`config.mk`:
```
export PLATFORM = sky130hd
export DESIGN_NAME = trimmed_mean_decimating_smoother
export DESIGN_NICKNAME = d
export VERILOG_FILES = /design/src/hdl/tmds_pkg.sv /design/src/hdl/trimmed_mean_decimating_smoother.sv /design/src/hdl/tmds_lane.sv /design/src/hdl/tmds_divider.sv /design/src/hdl/tmds_merge.sv
export SDC_FILE = /design/constraint.sdc
export NUM_CORES = 1
export LEC_CHECK = 0
export ABC_AREA = 1
export BUFFER_PORTS_ARGS = -buffer_cell sky130_fd_sc_hd__buf_2
export CORE_ASPECT_RATIO = 1.25
export CORE_MARGIN = 8
export CORE_UTILIZATION = 68
export CTS_CLUSTER_DIAMETER = 30
export DETAILED_ROUTE_END_ITERATION = 8
export GPL_ROUTABILITY_DRIVEN = 0
export HOLD_SLACK_MARGIN = 0.05
export PLACE_DENSITY_LB_ADDON = 0.05
export SLEW_MARGIN = 20
export SYNTH_ARGS = -nofsm -noshare
export SYNTH_HDL_FRONTEND = slang
export SYNTH_SLANG_ARGS = --single-unit
```
`constraint.sdc`:
```
create_clock -name clk -period 9.38 [get_ports clk]
set_input_delay 0.469 -clock clk [delete_from_list [all_inputs] [get_ports clk]]
set_output_delay 0.469 -clock clk [all_outputs]
set_load 0.1 [all_outputs]
```
`src/hdl/tmds_pkg.sv`:
```
// Shared constants, item types and state codes for the trimmed-mean smoother.
// Depends on nothing; every other file of the block imports it.

package tmds_pkg;

	// Block and window lengths
	localparam int BLOCK_LEN = 10;
	localparam int WINDOW_LEN = 8;

	// Field widths
	localparam int SMP_W = 12;
	localparam int CNT_W = 16;
	localparam int SMP_MAX = (1 << SMP_W) - 1;

	// Samples kept after dropping the minimum and the maximum
	localparam int TRIM_DIV = BLOCK_LEN - 2;

	// Derived widths of counters and sums
	localparam int POS_W = $clog2(BLOCK_LEN);
	localparam int SUM_W = $clog2(BLOCK_LEN * SMP_MAX + 1);
	localparam int WSUM_W = $clog2(WINDOW_LEN * SMP_MAX + 1);
	localparam int FILL_W = $clog2(WINDOW_LEN + 1);
	localparam int IDX_W = (WINDOW_LEN > 1) ? $clog2(WINDOW_LEN) : 1;

	// Trimmed mean by reciprocal multiplication, exact for any SUM_W-bit rest
	localparam int TRIM_SH = SUM_W + $clog2(TRIM_DIV);
	localparam int MUL_W = SUM_W + 1;
	localparam int PROD_W = SUM_W + MUL_W;
	localparam longint TRIM_MUL_L =
		((longint'(1) << TRIM_SH) + longint'(TRIM_DIV) - 1) / longint'(TRIM_DIV);
	localparam logic [MUL_W-1:0] TRIM_MUL = MUL_W'(TRIM_MUL_L);

	// Serial divider sizing: dividend is a window sum, divisor a fill count
	localparam int DVD_W = WSUM_W;
	localparam int DVS_W = $clog2(WINDOW_LEN + 1);
	localparam int STEP_W = $clog2(DVD_W + 1);

	// One input item: a conversion pair
	typedef struct packed {
		logic [SMP_W-1:0] sample_ch1;
		logic [SMP_W-1:0] sample_ch2;
	} sample_t;

	// One result item
	typedef struct packed {
		logic [SMP_W-1:0] smoothed_ch1;
		logic [SMP_W-1:0] smoothed_ch2;
		logic [CNT_W-1:0] block_number;
	} result_t;

	// Finished block of one channel lane
	typedef struct packed {
		logic             valid;
		logic [SUM_W-1:0] sum;
		logic [SMP_W-1:0] min;
		logic [SMP_W-1:0] max;
	} lane_result_t;

	// Merge stage sequencer
	typedef enum logic [2:0] {
		MRG_IDLE,
		MRG_TRIM,
		MRG_WIN,
		MRG_AVG,
		MRG_OUT
	} merge_state_t;

endpackage

```
`src/hdl/trimmed_mean_decimating_smoother.sv`:
```
// Top level of the two-channel trimmed-mean decimating smoother.
// Depends on tmds_pkg, tmds_lane and tmds_merge.
//
//  channel  | handshake                     | payload
//  ---------+-------------------------------+--------------------------------
//  sample   | sample_valid / sample_stall   | sample_t: conversion pair
//  result   | result_valid / result_stall   | result_t: both averages, count
//
// Samples are taken one per cycle. The item that closes a block is held off
// while the previous block is still being reduced or its result waits.
// A result is offered after its block's closing item is taken and has passed
// through hand-over, trimming, window update and the bit-serial divider for
// the running average, followed by a load of that average into the result.
// The next closing item can be taken the cycle after the result is taken.
// Reset clears all counters and sums; the window store needs no clearing pass.
// A stalled result holds the merge stage but not the block accumulation.

module trimmed_mean_decimating_smoother import tmds_pkg::*; (
	input  logic    clk,
	input  logic    arst_n,
	input  logic    sample_valid,
	output logic    sample_stall,
	input  sample_t sample,
	output logic    result_valid,
	input  logic    result_stall,
	output result_t result
);

	logic [POS_W-1:0] pos_q;
	logic             last;
	logic             take;
	logic             merge_busy;
	lane_result_t     fin1, fin2;

	// Hold off the block's closing item while the merge stage is occupied
	always_comb begin
		last = pos_q == POS_W'(BLOCK_LEN - 1);
		sample_stall = last && (merge_busy || fin1.valid);
		take = sample_valid && !sample_stall;
	end

	// Advance the position within the block
	always_ff @(posedge clk or negedge arst_n) begin
		if (!arst_n) begin
			pos_q <= '0;
		end else if (take) begin
			pos_q <= last ? '0 : pos_q + 1'b1;
		end
	end

	tmds_lane u_lane1 (
		.clk       (clk),
		.arst_n    (arst_n),
		.take      (take),
		.last      (last),
		.sample_in (sample.sample_ch1),
		.fin       (fin1)
	);

	tmds_lane u_lane2 (
		.clk       (clk),
		.arst_n    (arst_n),
		.take      (take),
		.last      (last),
		.sample_in (sample.sample_ch2),
		.fin       (fin2)
	);

	tmds_merge u_merge (
		.clk          (clk),
		.arst_n       (arst_n),
		.fin1         (fin1),
		.fin2         (fin2),
		.busy         (merge_busy),
		.result_valid (result_valid),
		.result_stall (result_stall),
		.result       (result)
	);

endmodule

```
`src/hdl/tmds_lane.sv`:
```
// One channel lane: block sum, minimum and maximum over BLOCK_LEN samples.
// Depends on tmds_pkg.

module tmds_lane import tmds_pkg::*; (
	input  logic             clk,
	input  logic             arst_n,
	input  logic             take,
	input  logic             last,
	input  logic [SMP_W-1:0] sample_in,
	output lane_result_t     fin
);

	logic [SUM_W-1:0] sum_q, sum_d;
	logic [SMP_W-1:0] min_q, min_d;
	logic [SMP_W-1:0] max_q, max_d;
	logic             done_q;
	logic [SUM_W-1:0] fin_sum_q;
	logic [SMP_W-1:0] fin_min_q;
	logic [SMP_W-1:0] fin_max_q;

	// Fold the new sample into the running block figures
	always_comb begin
		sum_d = sum_q + SUM_W'(sample_in);
		min_d = (sample_in < min_q) ? sample_in : min_q;
		max_d = (sample_in > max_q) ? sample_in : max_q;
	end

	// Advance the block; at its end hand the totals over and start afresh
	always_ff @(posedge clk or negedge arst_n) begin
		if (!arst_n) begin
			sum_q <= '0;
			min_q <= '1;
			max_q <= '0;
			done_q <= 1'b0;
		end else begin
			done_q <= take && last;
			if (take) begin
				if (last) begin
					sum_q <= '0;
					min_q <= '1;
					max_q <= '0;
				end else begin
					sum_q <= sum_d;
					min_q <= min_d;
					max_q <= max_d;
				end
			end
		end
	end

	// Hold the finished block for the merge stage
	always_ff @(posedge clk) begin
		if (take && last) begin
			fin_sum_q <= sum_d;
			fin_min_q <= min_d;
			fin_max_q <= max_d;
		end
	end

	assign fin.valid = done_q;
	assign fin.sum = fin_sum_q;
	assign fin.min = fin_min_q;
	assign fin.max = fin_max_q;

endmodule

```
`src/hdl/tmds_divider.sv`:
```
// Restoring divider, one quotient bit per cycle, unsigned.
// Depends on tmds_pkg for the dividend and divisor widths.

module tmds_divider import tmds_pkg::*; (
	input  logic             clk,
	input  logic             arst_n,
	input  logic             start,
	input  logic [DVD_W-1:0] dividend,
	input  logic [DVS_W-1:0] divisor,
	output logic             done,
	output logic [DVD_W-1:0] quotient
);

	logic              busy_q;
	logic              done_q;
	logic [STEP_W-1:0] step_q;
	logic [DVS_W-1:0]  div_q;
	logic [DVS_W-1:0]  rem_q;
	logic [DVD_W-1:0]  quo_q;
	logic [DVS_W:0]    trial;
	logic              fits;

	// Shift in the next dividend bit and try the subtraction
	always_comb begin
		trial = {rem_q, quo_q[DVD_W-1]};
		fits = trial >= {1'b0, div_q};
	end

	// Sequence the steps
	always_ff @(posedge clk or negedge arst_n) begin
		if (!arst_n) begin
			busy_q <= 1'b0;
			done_q <= 1'b0;
			step_q <= '0;
		end else begin
			done_q <= 1'b0;
			if (start) begin
				busy_q <= 1'b1;
				step_q <= STEP_W'(DVD_W);
			end else if (busy_q) begin
				step_q <= step_q - 1'b1;
				if (step_q == STEP_W'(1)) begin
					busy_q <= 1'b0;
					done_q <= 1'b1;
				end
			end
		end
	end

	// Datapath: partial remainder and quotient
	always_ff @(posedge clk) begin
		if (start) begin
			div_q <= divisor;
			rem_q <= '0;
			quo_q <= dividend;
		end else if (busy_q) begin
			rem_q <= fits ? DVS_W'(trial - {1'b0, div_q}) : trial[DVS_W-1:0];
			quo_q <= {quo_q[DVD_W-2:0], fits};
		end
	end

	assign done = done_q;
	assign quotient = quo_q;

endmodule

```
`src/hdl/tmds_merge.sv`:
```
// Merge stage: trimmed means of both lanes, window store and running averages.
// Depends on tmds_pkg and tmds_divider.

module tmds_merge import tmds_pkg::*; (
	input  logic         clk,
	input  logic         arst_n,
	input  lane_result_t fin1,
	input  lane_result_t fin2,
	output logic         busy,
	output logic         result_valid,
	input  logic         result_stall,
	output result_t      result
);

	merge_state_t state_q, state_d;

	logic              take_mean;
	logic              do_win;
	logic              load_out;
	logic              div_start;
	logic [DVD_W-1:0]  dvd1, dvd2;
	logic [DVS_W-1:0]  dvs;
	logic              done1, done2;
	logic [DVD_W-1:0]  quo1, quo2;
	logic [SUM_W-1:0]  rest1, rest2;
	logic [PROD_W-1:0] prod1, prod2;

	logic [IDX_W-1:0]  idx_q;
	logic [FILL_W-1:0] fill_q, fill_d;
	logic              warm;
	logic [WSUM_W-1:0] wsum1_q, wsum2_q, wsum1_d, wsum2_d;
	logic [WSUM_W:0]   wacc1, wacc2;
	logic [SMP_W-1:0]  mean1_q, mean2_q;
	logic [SMP_W-1:0]  old1, old2;
	logic [CNT_W-1:0]  count_q;
	result_t           result_q;

	logic [2*SMP_W-1:0] win_mem [WINDOW_LEN];
	logic [2*SMP_W-1:0] rd_q;

	// Next state
	always_comb begin
		state_d = state_q;
		case (state_q)
			MRG_IDLE: if (fin1.valid) state_d = MRG_TRIM;
			MRG_TRIM: state_d = MRG_WIN;
			MRG_WIN:  state_d = MRG_AVG;
			MRG_AVG:  if (done1 && done2) state_d = MRG_OUT;
			MRG_OUT:  if (!result_stall) state_d = MRG_IDLE;
			default:  state_d = MRG_IDLE;
		endcase
	end

	// Step strobes
	always_comb begin
		take_mean = 1'b0;
		do_win = 1'b0;
		load_out = 1'b0;
		case (state_q)
			MRG_IDLE: ;
			MRG_TRIM: take_mean = 1'b1;
			MRG_WIN:  do_win = 1'b1;
			MRG_AVG:  load_out = done1 && done2;
			MRG_OUT:  ;
			default:  ;
		endcase
	end

	always_ff @(posedge clk or negedge arst_n) begin
		if (!arst_n) begin
			state_q <= MRG_IDLE;
		end else begin
			state_q <= state_d;
		end
	end

	// Drop the block extremes from the sums and scale by the reciprocal
	always_comb begin
		rest1 = fin1.sum - SUM_W'(fin1.min) - SUM_W'(fin1.max);
		rest2 = fin2.sum - SUM_W'(fin2.min) - SUM_W'(fin2.max);
		prod1 = PROD_W'(rest1) * PROD_W'(TRIM_MUL);
		prod2 = PROD_W'(rest2) * PROD_W'(TRIM_MUL);
	end

	// Replace the oldest window entry; entries never written count as zero
	always_comb begin
		warm = fill_q < FILL_W'(WINDOW_LEN);
		fill_d = warm ? fill_q + 1'b1 : fill_q;
		old1 = warm ? '0 : rd_q[SMP_W-1:0];
		old2 = warm ? '0 : rd_q[2*SMP_W-1:SMP_W];
		wacc1 = {1'b0, wsum1_q} + (WSUM_W+1)'(mean1_q) - (WSUM_W+1)'(old1);
		wacc2 = {1'b0, wsum2_q} + (WSUM_W+1)'(mean2_q) - (WSUM_W+1)'(old2);
		wsum1_d = wacc1[WSUM_W-1:0];
		wsum2_d = wacc2[WSUM_W-1:0];
	end

	// Divider operands: window sums over the filled entry count
	always_comb begin
		div_start = do_win;
		dvd1 = DVD_W'(wsum1_d);
		dvd2 = DVD_W'(wsum2_d);
		dvs = DVS_W'(fill_d);
	end

	tmds_divider u_div1 (
		.clk      (clk),
		.arst_n   (arst_n),
		.start    (div_start),
		.dividend (dvd1),
		.divisor  (dvs),
		.done     (done1),
		.quotient (quo1)
	);

	tmds_divider u_div2 (
		.clk      (clk),
		.arst_n   (arst_n),
		.start    (div_start),
		.dividend (dvd2),
		.divisor  (dvs),
		.done     (done2),
		.quotient (quo2)
	);

	// Window store: write the new means, read the entry due for replacement
	always_ff @(posedge clk) begin
		if (do_win) begin
			win_mem[idx_q] <= {mean2_q, mean1_q};
		end
		rd_q <= win_mem[idx_q];
	end

	// Window bookkeeping and result count
	always_ff @(posedge clk or negedge arst_n) begin
		if (!arst_n) begin
			wsum1_q <= '0;
			wsum2_q <= '0;
			fill_q <= '0;
			idx_q <= '0;
			count_q <= '0;
		end else begin
			if (do_win) begin
				wsum1_q <= wsum1_d;
				wsum2_q <= wsum2_d;
				fill_q <= fill_d;
			end
			if (load_out) begin
				count_q <= count_q + 1'b1;
				if (idx_q == IDX_W'(WINDOW_LEN - 1)) begin
					idx_q <= '0;
				end else begin
					idx_q <= idx_q + 1'b1;
				end
			end
		end
	end

	// Capture the means and the finished item
	always_ff @(posedge clk) begin
		if (take_mean) begin
			mean1_q <= SMP_W'(prod1 >> TRIM_SH);
			mean2_q <= SMP_W'(prod2 >> TRIM_SH);
		end
		if (load_out) begin
			result_q.smoothed_ch1 <= quo1[SMP_W-1:0];
			result_q.smoothed_ch2 <= quo2[SMP_W-1:0];
			result_q.block_number <= count_q + 1'b1;
		end
	end

	assign busy = state_q != MRG_IDLE;
	assign result_valid = state_q == MRG_OUT;
	assign result = result_q;

endmodule

```
---- Word-level counts from Yosys, hierarchy flattened ----
Memories as Yosys holds them, arrays and structs flattened. A register that Yosys moved wholly into a read port is not among the register bits.
Cells that the tools add are included.
operators by class
  add/sub/neg operators ................... 18
  multiply operators ...................... 0
  div/mod/pow operators ................... 0
  $lt $le $gt $ge ......................... 7
  eq/ne operators ......................... 11
  shift operators ......................... 0
  multiplexer cells ....................... 46
  bitwise operators ....................... 0
  reductions and logical operators ........ 11
operators by type and width
  cell                                                                    count
  12-bit two-way mux                                                      10
  15-bit by 12-bit subtractor with 15-bit output                          6
  15-bit two-way mux                                                      4
  16-bit by 12-bit adder with 16-bit output                               2
  16-bit two-way mux                                                      2
  4-bit two-way mux                                                       8
  15-bit by 12-bit adder with 15-bit output                               2
  12-bit greater-than comparator                                          2
  12-bit < comparator                                                     2
  1-bit two-way mux                                                       17
  16-bit by 1-bit adder with 16-bit output (second input constant)        1
  3-bit case mux with 5 select lines                                      1
  3-bit two-way mux                                                       4
  5-bit by 4-bit greater-or-equal comparator with 1-bit output            2
  4-bit by 1-bit adder with 4-bit output (second input constant)          2
  4-bit by 1-bit equality test with 1-bit output (second input constant)  2
  4-bit by 1-bit subtractor with 4-bit output (second input constant)     2
  4-bit subtractor                                                        2
  3-bit by 2-bit equality test with 1-bit output (second input constant)  2
  3-bit equality test (second input constant)                             2
  4-bit equality test (second input constant)                             1
  1-bit logical AND                                                       4
  4-bit < comparator (second input constant)                              1
  2-bit inequality test (second input constant)                           2
  9 further kinds                                                         10
storage, ports and cells
  register bits after elaboration ......... 337
  latch bits .............................. 0
  bits in writable memories ............... 192
  memory bits (read-only) ................. 0
  output and inout bits ................... 42
  word-level logic and storage cells ...... 130
  memories kept ........................... 1
memory list
  name             words  bits a word  rd ports  clocked after memory_dff  write ports  line              RTL
  u_merge.win_mem  8      24           1         1                         1            tmds_merge.sv:38  logic [2*SMP_W-1:0] win_mem [WINDOW_LEN];

---- Longest topological paths before layout ----
  depth after elaboration ................. 6
  gate-level depth with buffers ........... 17

---- By module ----
From an unflattened synthesis, not the netlist that was laid out.
unflattened totals
  cell total of the unflattened synthesis .. 3141
  area total of the unflattened synthesis .. 29692.2 µm²
by module, submodules not included
  module                            instances  cells each  area an instance (µm²)  sequential area each (µm²)
  tmds_merge                        1          1673        16829.9                 9569.2
  tmds_lane                         2          571         4898.4                  2242.2
  tmds_divider                      2          146         1413.9                  800.8
  trimmed_mean_decimating_smoother  1          34          237.7                   100.1

---- Least setup slack after synthesis ----
No wires, ideal clock.
  kind .................................... flip-flop to flip-flop
  start point ............................. register u_merge.state_q[1]
  end point ............................... register u_lane1.fin_max_q[0], enable pin
  setup time .............................. 516 ps
  arrival ................................. 4418 ps
  data required time ...................... 8864 ps
  slack ................................... 4446 ps
  stages on the path, launching flop included .. 8
  period minus slack after synthesis ...... 4934 ps
  path through ............................ dfrtp_1 nor2_1 nand3_1 a21oi_2 inv_1 buf_4 buf_2 nor2_1
between the ends
  cells in the longest elaborated chain, start to end .. 6
ends and longest elaborated chain
  item                    line                                    RTL
  start, declared         tmds_merge.sv:15                        merge_state_t state_q, state_d;
  start signal, assigned  tmds_merge.sv:73                        state_q <= state_d;
  3-bit nonzero test      tmds_merge.sv:171                       assign busy = state_q != MRG_IDLE;
  1-bit logical OR        trimmed_mean_decimating_smoother.sv:38  sample_stall = last && (merge_busy || fin1.valid);
  1-bit logical AND       trimmed_mean_decimating_smoother.sv:38
  1-bit zero test         trimmed_mean_decimating_smoother.sv:39  take = sample_valid && !sample_stall;
  1-bit logical AND       trimmed_mean_decimating_smoother.sv:39
  1-bit logical AND       --
  end signal, assigned    tmds_lane.sv:56                         fin_max_q <= max_d;
  end, declared           tmds_lane.sv:19                         logic [SMP_W-1:0] fin_max_q;
No other way between the ends.
A chain may end at the register's enable or synchronous reset.

---- Worst setup path after layout ----
  start point ............................. register u_merge.fill_q[3]
  end point ............................... register u_merge.u_div1.quo_q[12] (netlist: u_merge.u_div1.quotient[12]), data pin
between the ends
  cells in the longest elaborated chain, start to end .. 4
ends and longest elaborated chain
  item                                            line                RTL
  start, declared                                 tmds_merge.sv:29    logic [FILL_W-1:0] fill_q, fill_d;
  start signal, assigned                          tmds_merge.sv:145   fill_q <= fill_d;
  4-bit < comparator                              tmds_merge.sv:87    warm = fill_q < FILL_W'(WINDOW_LEN);
  12-bit two-way mux                              tmds_merge.sv:89    old1 = warm ? '0 : rd_q[SMP_W-1:0];
  15-bit by 12-bit subtractor with 15-bit output  tmds_merge.sv:91    wacc1 = {1'b0, wsum1_q} + (WSUM_W+1)'(mean1_q) - (WSUM_W+1)'(old1);
  15-bit two-way mux                              tmds_divider.sv:52  if (start) begin
  end signal, assigned                            tmds_divider.sv:55  quo_q <= dividend;
  end signal, assigned                            tmds_divider.sv:58  quo_q <= {quo_q[DVD_W-2:0], fits};
  end, declared                                   tmds_divider.sv:19  logic [DVD_W-1:0] quo_q;
No other way between the ends.

==> results.yml <==
cells_and_area:
  syn2layout_area_growth_pct: 14.3
  final_cell_mix: "nand2_1 (849), inv_1 (471), edfxtp_1 (368), nand3_1 (208), ha_1 (142)"
  drive_gt1_share_pct: 10.6
  fin_nets: 3252
  final_common_cell: "nand2_1"
  diodes: 0
  utilization_pct: 78.5
timing:
  fin_crit_sh_pct: 34.3
  finClkSkew_ns: 0.0203
  maxSlewHeadroom_pct: 33.8
  finalSetupTns_ns: 0
  layout_setup_ws_ns: 6.17
  fmax_mhz: 311
  slew_violations: 0
  rsz0062_at_grt: "no"
  finalHoldViolations: 0
  final-setup-viol-count: 0
  worst_pin_slew_ns: 0.994
  period_needed_ns: 3.21
routing:
  post_drt_wl_per_cell_um: 17.4
  drc_errors: 0
  ant_nets: 0
  dr.pass1.iters: 6
  wirelength_um: 63700
  vias: 20500
  drt_iter0_drc: 1486
  vias_per_cell: 5.59
clocking:
  cts_buffer_depth: 3
  clk_pin_slew_ns: 0.05
  cts_tree: "done"
  cts_root_buf: "clkbuf_16"
  clk_latency_ns: 0.63
  h-tree-depth: 3
  clock_sinks: 551
  cts-buffers-inserted: 94
yosys:
  ys_async_sr_fraction_pct: 27.4
  synth_edf_count: 368
  netlist_area_sq_um: 28200
  yosysSeqAreaShare_pct: 55.0
  ys_seq_elements: 551
  syn_inst: 2912
  syn_area_per_cell_sq_um: 9.67
  yosysWarnings: 0
  syn-num-nets: 3132
  ys.flop_type: "edfxtp_1"
  synthDistinctLibCells: 45
floorplan:
  boundaryPins: 70
  die_area_sq_um: 48200
  die_w_um: 198
  core_area_sq_um: 41000
  initial_core_util_pct: 68.7
  row_count: 83
  die_y_um: 244
worst_setup_path:
  crit_type: "register to register"
  crit_required_ns: 9.74
  crit_fanout: 26
  crit_arrival_ns: 3.58
  cp-end-kind: "register"
  start_kind: "register"
placed_design:
  post-place-ws_ns: 6.27
  dp_hpwl_um: 41800
  port-buffer-count: 69
pwr:
  pwr-share-seq_pct: 32.0
  leakagePower_nw: 15.2
  p_sw_share_pct: 39.6
  power_frac_clock_pct: 28.1
  combPwrFrac_pct: 39.9
  powerDensity_nw_per_um2: 377
  vdd_drop_max_uv: 262
  p_int_mw: 7.34
  p_sw_mw: 4.81
run:
  drv_cap: 0
global_route:
  grt_pass1_wl_um: 105000
  grt_pass1_vias: 21500
  grt_max_degree: 80
  grt_util_all_layers_pct: 27.2
  antenna_found_initial: 0
  grt_overflow_total: 0
outcome:
  status: "finished, final reports clean"
min_path:
  hold_class: "primary input to register"
final cells by class:
cell class | count | area (sq um)
sequential | 551 | 15500
multi-input combinational | 1811 | 10500
fill | 2611 | 8820
clock buffer | 113 | 2490
inverter | 488 | 1830
clock inverter | 64 | 699
tap | 552 | 691
timing repair buffer | 86 | 482
cells in the mapped netlist, types with 6 or more instances:
library cell | number | area share [%]
nand2_1 | 849 | 11
inv_1 | 472 | 6.3
edfxtp_1 | 368 | 39
nand3_1 | 208 | 3.7
ha_1 | 142 | 6.3
dfrtp_1 | 127 | 11
nor2_1 | 109 | 1.5
a21oi_1 | 97 | 1.7
o21ai_0 | 69 | 1.2
fa_1 | 50 | 3.6
and2_1 | 45 | 1.0
xor2_1 | 36 | 1.1
buf_2 | 34 | 0.60
dfxtp_1 | 32 | 2.3
a22oi_1 | 28 | 0.75
dfstp_2 | 24 | 2.2
nand4_1 | 20 | 0.44
xnor2_1 | 20 | 0.62
nor3_1 | 18 | 0.32
a22o_1 | 15 | 0.47
inv_2 | 15 | 0.20
a221oi_2 | 13 | 0.69
buf_4 | 13 | 0.35
nand3b_1 | 12 | 0.32
o211ai_1 | 11 | 0.29
a21o_1 | 10 | 0.27
o21ai_1 | 10 | 0.18
clkbuf_1 | 9 | 0.12
nand3_2 | 9 | 0.32
and3_1 | 7 | 0.16
a21oi_2 | 6 | 0.19
buf_6 | 6 | 0.24
registers in the layout, summed over array words and instances (netlist names), 16 cells and up:
register and cells:
u_merge.result 40, u_merge.rd_q 24, u_merge.count_q 16, u_merge.win_mem 192
worst max-delay path: stages (launching register included):
cell     delay, ns
dfrtp_1       0.99
nand2_1       0.12
inv_1         0.11
fa_1          0.46
fa_1          0.43
inv_1         0.11
nand3_1       0.08
nand3_1       0.20
nand3_1       0.13
nand3_1       0.11
nand2_1       0.06
nand3_1       0.09
nand2_1       0.06
layer usage:
layer / vias up / GRT usage [%] / part of all wire [%]
met5: - / 0 / 0
met4: 0 / 11.1 / 2.9
met3: 166 / 3.85 / 5.6
met2: 727 / 49.2 / 53
met1: 9828 / 31.9 / 39
li1: 9777 / - / -
worst paths after layout:
kind                                             from  cells past startpoint                          end  slack (ns)
min                                      sample_valid                      3                     pos_q[1]        0.13
max reg2reg                         u_merge.fill_q[3]                     12  u_merge.u_div1.quotient[12]        6.17
min in group asynchronous                      arst_n                      2           u_merge.wsum2_q[9]        0.41
min reg2reg                u_merge.u_div1.quotient[1]                      0           u_merge.result[29]        0.45
max in group asynchronous                      arst_n                      3             u_lane1.sum_q[6]        7.68
max                                 u_merge.fill_q[3]                     12  u_merge.u_div1.quotient[12]        6.17
through the flow:
step	power, mW	hold WS, ns	instance area, sq um	std cells
after floorplan	7.43	0.173	28200	2912
after global placement	8.40	0.438	29000	3487
after detailed placement	8.62	0.440	29000	3487
after CTS	12.1	0.103	32200	3665
after global routing	13.1	0.161	32200	3665
final	12.1	0.127	32200	3665
cells by family after synthesis:
group	share of synthesized area (%)
buf+inv	7.82
simple gates	19.4
xor+xnor	1.74
fa+ha+maj	9.86
compound gates	6.17
flops	55.0
power groups by stage:
| stage | logic, mW | registers, mW | clock network, mW |
|---|---|---|---|
| finish | 4.85 | 3.89 | 3.41 |
| global route | 5.56 | 3.95 | 3.56 |
| detailed placement | 4.71 | 3.91 | 0 |
| floorplan | 3.67 | 3.76 | 0 |
| CTS | 4.79 | 3.88 | 3.44 |
| global placement | 4.52 | 3.88 | 0 |
timing repair:
item / CTS / global route
endpoints found under the hold margin: 38 / 0
gates resized for setup: 0 / 0
setup buffers: 0 / 0
hold buffers: 1 / 0
No activity file was read; power rests on OpenSTA's default activity.
